## config.mk

```make
export PLATFORM = sky130hd
export DESIGN_NAME = vn_front
export DESIGN_NICKNAME = d
export VERILOG_FILES = /design/src/rtl/vn_pkg.sv /design/src/rtl/vn_front.sv
export SDC_FILE = /design/constraint.sdc
export NUM_CORES = 2
export LEC_CHECK = 0
export ABC_AREA = 1
export BUFFER_PORTS_ARGS = -buffer_cell sky130_fd_sc_hd__buf_2
export CORE_MARGIN = 5
export CORE_UTILIZATION = 50
export DETAILED_ROUTE_END_ITERATION = 6
export PLACE_DENSITY = 0.7
export RECOVER_POWER = 25
export SLEW_MARGIN = 10
export SYNTH_ARGS = -nofsm -noshare
export SYNTH_HDL_FRONTEND = slang
export SYNTH_SLANG_ARGS = --single-unit
```

## constraint.sdc

```tcl
create_clock -name clock -period 10.73 [get_ports clock]
set_input_delay 0.5365 -clock clock [delete_from_list [all_inputs] [get_ports clock]]
set_output_delay 0.5365 -clock clock [all_outputs]
set_load 0.01 [all_outputs]
```

## src/rtl/vn_pkg.sv

```systemverilog
// ----------------------------------------------------------------------------
// vn_pkg
// Shared constants for the vector normaliser pipeline.
// ----------------------------------------------------------------------------
`default_nettype none

package vn_pkg;

   // default component width, two's complement
   localparam int COMPONENT_WIDTH_DEF = 16;
   // components per item
   localparam int NUM_COMP = 4;

endpackage : vn_pkg

`default_nettype wire

```

## src/rtl/vn_front.sv

```systemverilog
// ----------------------------------------------------------------------------
// vn_front
// Magnitude, squaring and search set-up: three register stages.
// ----------------------------------------------------------------------------
`default_nettype none

module vn_front #(
   parameter int COMPONENT_WIDTH = vn_pkg::COMPONENT_WIDTH_DEF
) (
   input  wire logic                                            clock,
   input  wire logic                                            reset,
   input  wire logic                                            in_valid,
   input  wire logic [vn_pkg::NUM_COMP-1:0][COMPONENT_WIDTH-1:0] in_comp,
   output logic                                                 out_valid,
   output logic [vn_pkg::NUM_COMP-1:0][4*COMPONENT_WIDTH+2:0]   out_e,
   output logic [vn_pkg::NUM_COMP-1:0][4*COMPONENT_WIDTH+2:0]   out_ms,
   output logic [2*COMPONENT_WIDTH:0]                           out_s,
   output logic [vn_pkg::NUM_COMP-1:0]                          out_neg,
   output logic                                                 out_zero
);
   import vn_pkg::*;

   localparam int CW   = COMPONENT_WIDTH;
   localparam int FRAC = CW - 2;
   localparam int SW   = 2 * CW + 1;
   localparam int EW   = 4 * CW + 3;

   // stage a: magnitude and sign
   logic                             va_ff, va_in;
   logic [NUM_COMP-1:0][CW-1:0]      mag_ff, mag_in;
   logic [NUM_COMP-1:0]              nega_ff, nega_in;
   // stage b: squares
   logic                             vb_ff;
   logic [NUM_COMP-1:0][2*CW-1:0]    sq_ff, sq_in;
   logic [NUM_COMP-1:0]              negb_ff;
   logic                             zerob_ff, zerob_in;
   // stage c: sum and initial residuals
   logic                             vc_ff;
   logic [NUM_COMP-1:0][EW-1:0]      e_ff, e_in;
   logic [NUM_COMP-1:0][EW-1:0]      ms_ff, ms_in;
   logic [SW-1:0]                    s_ff, s_in;
   logic [NUM_COMP-1:0]              negc_ff;
   logic                             zeroc_ff;
   logic [EW-1:0]                    s_ext;

   assign va_in = in_valid;

   always_comb begin
      for (int i = 0; i < NUM_COMP; i++) begin
         nega_in[i] = in_comp[i][CW-1];
         mag_in[i]  = nega_in[i] ? (~in_comp[i] + {{(CW-1){1'b0}}, 1'b1}) : in_comp[i];
      end
   end

   always_comb begin
      zerob_in = 1'b1;
      for (int i = 0; i < NUM_COMP; i++) begin
         sq_in[i] = mag_ff[i] * mag_ff[i];
         if (mag_ff[i] != '0) begin
            zerob_in = 1'b0;
         end
      end
   end

   always_comb begin
      s_in = '0;
      for (int i = 0; i < NUM_COMP; i++) begin
         s_in = s_in + {1'b0, sq_ff[i]};
      end
      s_ext = {{(EW-SW){1'b0}}, s_in};
      for (int i = 0; i < NUM_COMP; i++) begin
         // residual for k = 0: 4 c^2 2^(2F) - S, and (2k-1) S = -S
         e_in[i]  = ({{(EW-2*CW){1'b0}}, sq_ff[i]} << (2*FRAC+2)) - s_ext;
         ms_in[i] = '0 - s_ext;
      end
   end

   always_ff @(posedge clock) begin
      if (reset) begin
         va_ff <= 1'b0;
         vb_ff <= 1'b0;
         vc_ff <= 1'b0;
      end else begin
         va_ff <= va_in;
         vb_ff <= va_ff;
         vc_ff <= vb_ff;
      end
   end

   always_ff @(posedge clock) begin
      mag_ff   <= mag_in;
      nega_ff  <= nega_in;
      sq_ff    <= sq_in;
      negb_ff  <= nega_ff;
      zerob_ff <= zerob_in;
      e_ff     <= e_in;
      ms_ff    <= ms_in;
      s_ff     <= s_in;
      negc_ff  <= negb_ff;
      zeroc_ff <= zerob_ff;
   end

   assign out_valid = vc_ff;
   assign out_e     = e_ff;
   assign out_ms    = ms_ff;
   assign out_s     = s_ff;
   assign out_neg   = negc_ff;
   assign out_zero  = zeroc_ff;

endmodule : vn_front

`default_nettype wire

```

# Yosys cells after proc, flatten, opt, wreduce, memory -nomap -nowiden
# Cells that the tools add are included.
word_totals:
  regBits: 528
  inputBits: 67
  out_inout_bits: 575
  word_cells: 56
classes:
  n_addsub: 12
  multipliers: 4
  n_mux: 5
  bitwise_logic: 4
  n_reduce_logical: 5
op_table:
  columns: ["op", "n"]
  rows:
  - ["$sub 62x33->63", 4]
  - ["$mul 16x16->32", 4]
  - ["$add 33x32->33", 2]
  - ["$add 16x1->16 const B", 4]
  - ["$not 16->16", 4]
  - ["$reduce_bool 16->1", 4]
  - ["$mux 15", 4]
  - ["$sub 1x33->34 const A", 1]
  - ["$add 32x32->33", 1]
  - ["$reduce_or 3->1", 1]
  - ["$mux 1", 1]

# Longest topological paths before layout
depth:
  ltp_word: 4
  depth_mapped: 31
  mapped_depth_nobuf: 30

# Worst setup path before layout
# No wires, ideal clock.
synth_timing:
  path_type: "register to register"
  start: "reg mag_ff[36] in the netlist's numbering"
  end: "reg sq_ff[93] in the netlist's numbering"
  setup_time_ns: 0.072
  t_arrival_ns: 5.730
  required_ns: 10.658
  slack_ns: 4.928
  path_stages_with_launch: 24
  path_buffers: 2
  synth_period_minus_slack_ns: 5.802
  cell_sequence: "dfxtp_1 clkbuf_1 clkbuf_1 nand2_1 fa_1 inv_1 fa_1 fa_1 fa_1 fa_1 inv_1 fa_1 inv_1 ha_1 a21oi_1 inv_1 a31oi_1 o21ai_0 a21oi_1 o21ai_0 nand2_1 nand2_1 a21oi_1 xnor2_1"
synth_lines:
  columns: ["element", "line_no", "rtl"]
  rows:
  - ["start: declaration", "vn_front.sv:30", "logic [NUM_COMP-1:0][CW-1:0] mag_ff, mag_in;"]
  - ["start signal: assignment", "vn_front.sv:91", "mag_ff <= mag_in;"]
  - ["end signal: assignment", "vn_front.sv:93", "sq_ff <= sq_in;"]
  - ["end: declaration", "vn_front.sv:34", "logic [NUM_COMP-1:0][2*CW-1:0] sq_ff, sq_in;"]

==> results by group <==
Run status
  – Status: finished, violations left
  – Failing checks: DRC

Worst setup path
  – CP bufs+invs: 6
  – FF-to-FF End: sq_ff[124]
  – Reg2reg start: mag_ff[56]
  – CP Cell Sequence: nand2_1, fa_1, inv_1, fa_1, inv_1, fa_1, inv_1, fa_1, fa_1, inv_1, fa_1, inv_1, ha_1, nand2_1, inv_1, nand3_1, nor3_1, a21oi_1, o21ai_0, nand3_1, nand2_1, xor2_1
  – Slowest stage delay, CP: 880 ps
  – Reg2Reg Depth: 22
  – Required time of the critical path: 11260 ps
  – CP Max Fanout: 18
  – CP Class: reg2reg
  – Worst R2R Setup Slack: 4200 ps
  – Critical Path AT: 7060 ps
  – Slowest-stage cell, CP: dfxtp_1
  – CP top delay family: adder cells
  – Critical Path Start Type: flip-flop
  – Crit. End Element: flip-flop

Synth
  – Cell Area, Synth: 52600 um2
  – Top FF cell, synth: dfxtp_1
  – Synthesized netlist cell count: 6869
  – Netlist cell types: 51
  – Yosys top cell area share: 27.4%
  – Synth top area cells: fa_1, dfxtp_1, inv_1
  – Synth Warn #: 0
  – Part of the Yosys area used for sequential elements: 15.3%
  – Top-count cell post-synth: inv_1
  – Avg Cell Area, Syn: 7.66 um2
  – Post-synth ARST share: 0%
  – EDFF count, synth: 0
  – Area leader, netlist: fa_1
  – Commonest cells post-synth: inv_1, nand2_1, fa_1, nor2_1, ha_1
  – #FFs+latches synth: 403

Clock tree
  – CTS Buf Count: 47
  – TritonCTS clock tree: yes
  – Clk pin slew, worst setup/hold paths: 70 ps
  – Clk_lat worst skew: 630 ps
  – Htree depth: 2
  – Num Clock Sinks: 403
  – Root buf cell: clkbuf_16
  – CTS max path bufs: 3
  – Cts hold-fix bufs: 0
  – PostCTS Resize Cnt: 0
  – Setup Fix Bufs, Post-CTS: 0

Final layout
  – Nets: 8283
  – Layout area overhead: 5.99%
  – Layout cells sized above 1: 9.96%
  – Cell Count, Final, Fillers Out: 8484
  – Final instance area: 55800 um2

Global routing
  – Global Route met2 Usage: 48.9%
  – Gr busiest metal: met2
  – GRT Util Overall: 30.0%
  – Largest net degree at the start of global routing: 137
  – Global-route wire length before repair: 256 mm
  – Initial antenna violation count: 12
  – Grt met1 use: 40.5%
  – Total grt overflow: 0
  – Vias in the first global route: 42700
  – Met3 global-route usage: 4.62%

Job
  – Maxcap violations: 0

Place
  – Dpl cells: 8395
  – Setup WS pre-CTS: 4350 ps
  – GP Congestion: 1.06
  – Post-DP HPWL: 148 mm
  – Port Buffers: 641
  – Placed Instance Area: 54300 um2

Detailed routing
  – Via count: 43200
  – Vias per std cell: 5.09
  – Pre-antenna DRT Iters: 7
  – WL per Instance: 20.1 um
  – Final wirelength: 170 mm
  – DRC viols: 1
  – DRT iter0 DRCs: 3582
  – Routed Antenna Nets: 0

Floorplanning
  – Die Span X: 334 um
  – Initial core utilization: 50.1%
  – Row Count: 119
  – Die footprint: 112000 um2
  – Io pins: 642
  – Chip Height: 334 um
  – CORE AREA: 105000 um2

STA
  – Skew final: 29.4 ps
  – Hold Fails Final Rpt: 0
  – Max Slew Vio Count: 0
  – Rel. slew slack: 35.5%
  – Min Tclk post-route: 6530 ps
  – Final setup fails: 0
  – RSZ-0062 raised after global routing: no
  – Worst-Margin Slew: 964 ps
  – F_max: 153 MHz
  – Final WS setup: 4200 ps
  – Setup tns final: 0 ps
  – Final period util: 60.9%

Min path
  – Worst Hold Path Cells: 1
  – HP Start: in_comp[48]
  – Min-Delay Endpoint: mag_ff[48]
  – Hold WC Path Type: in2reg
## worst reg2reg max path, delay by kind of cell, from the launching register on
| kind | cells | cell delay (ps) |
|---|---|---|
| buffers and inverters | 6 | 350 |
| DFF | 1 | 880 |
| AOI/OAI and AO/OA | 2 | 610 |
| xor gates and xnor gates | 1 | 160 |
| and+or+nand+nor | 6 | 1000 |
| adders and majority gates | 7 | 3450 |
## cells by family (layout without fill, tap and decap cells)
kind of cell | after synthesis | after routing | share of synthesized area, %
xor gates and xnor gates | 265 | 265 | 4.41
buffers and inverters | 2250 | 2469 | 18.7
adders and majority gates | 1163 | 1163 | 37.9
and+or+nand+nor | 2466 | 2466 | 20.1
other | 2 | 7 | 0.0143
AOI/OAI and AO/OA | 318 | 318 | 3.41
DFF | 403 | 403 | 15.3
muxes | 2 | 2 | 0.0428
## per-layer routing
metal  routed length [um]  vias to the layer above  part of all wire (%)
li1                     -                    20300                     -
met1                70900                    20800                    42
met2                77800                     1732                    46
met3                13200                      261                   7.8
met4                 8130                        4                   4.8
met5                   23                        -                 0.014
## registers in the layout, summed over array words and instances (netlist names)
register	flops
out_e	132
negb_ff	4
mag_ff	64
out_zero	1
va_ff	1
nega_ff	4
out_neg	4
out_ms	33
vb_ff	1
sq_ff	124
out_valid	1
out_s	33
zerob_ff	1
## worst max-delay path by stage
| stage | cells past startpoint | slack [ps] | startpoint | to |
|---|---|---|---|---|
| 6_report | 22 | 4200 | mag_ff[56] | sq_ff[124] |
| 5_1_grt | 20 | 3840 | mag_ff[61] | sq_ff[124] |
| 4_1_cts | 22 | 4310 | mag_ff[56] | sq_ff[124] |
| 3_5_place_dp | 22 | 4350 | mag_ff[56] | sq_ff[124] |
| 3_3_place_gp | 20 | 4470 | mag_ff[32] | sq_ff[89] |
| 2_1_floorplan | 23 | 4930 | mag_ff[36] | sq_ff[93] |
## layout by cell type, fill, tap and decap left out, types with 27 or more instances in the layout
cell type  count
a21oi_1      157
buf_2        471
clkbuf_1     172
clkbuf_16     49
dfxtp_1      402
fa_1         721
ha_1         442
inv_1       1702
inv_2         33
nand2_1     1388
nand2_2       28
nand3_1      249
nand4_1       82
nor2_1       487
nor2_2        27
nor3_1        94
nor4_1        39
o21ai_0       72
xnor2_1       71
xor2_1       194
## through the flow
| stage | hold slack, ps | utilization (%) |
|---|---|---|
| 5_1_grt | 69.9 | 53.1 |
| 3_3_place_gp | 311 | 51.7 |
| 4_1_cts | 13.2 | 53.3 |
| 3_5_place_dp | 313 | 51.7 |
| 2_1_floorplan | 310 | - |
| 6_report | 70.9 | 53.1 |
## cell type report
class                           count  area [um2]
Clock buffer                       55        1290
Sequential cell                   403        8070
Fill cell                       10300       49200
Multi-Input combinational cell   4217       34700
Antenna cell                        4        10.0
Tap cell                         1391        1740
Clock inverter                     30         405
Timing Repair Buffer              645        3030
Inverter                         1739        6530
Power is left out: the tool's default activity adds up to more than one toggle a clock period on the data nets, which glitch-free logic cannot reach.
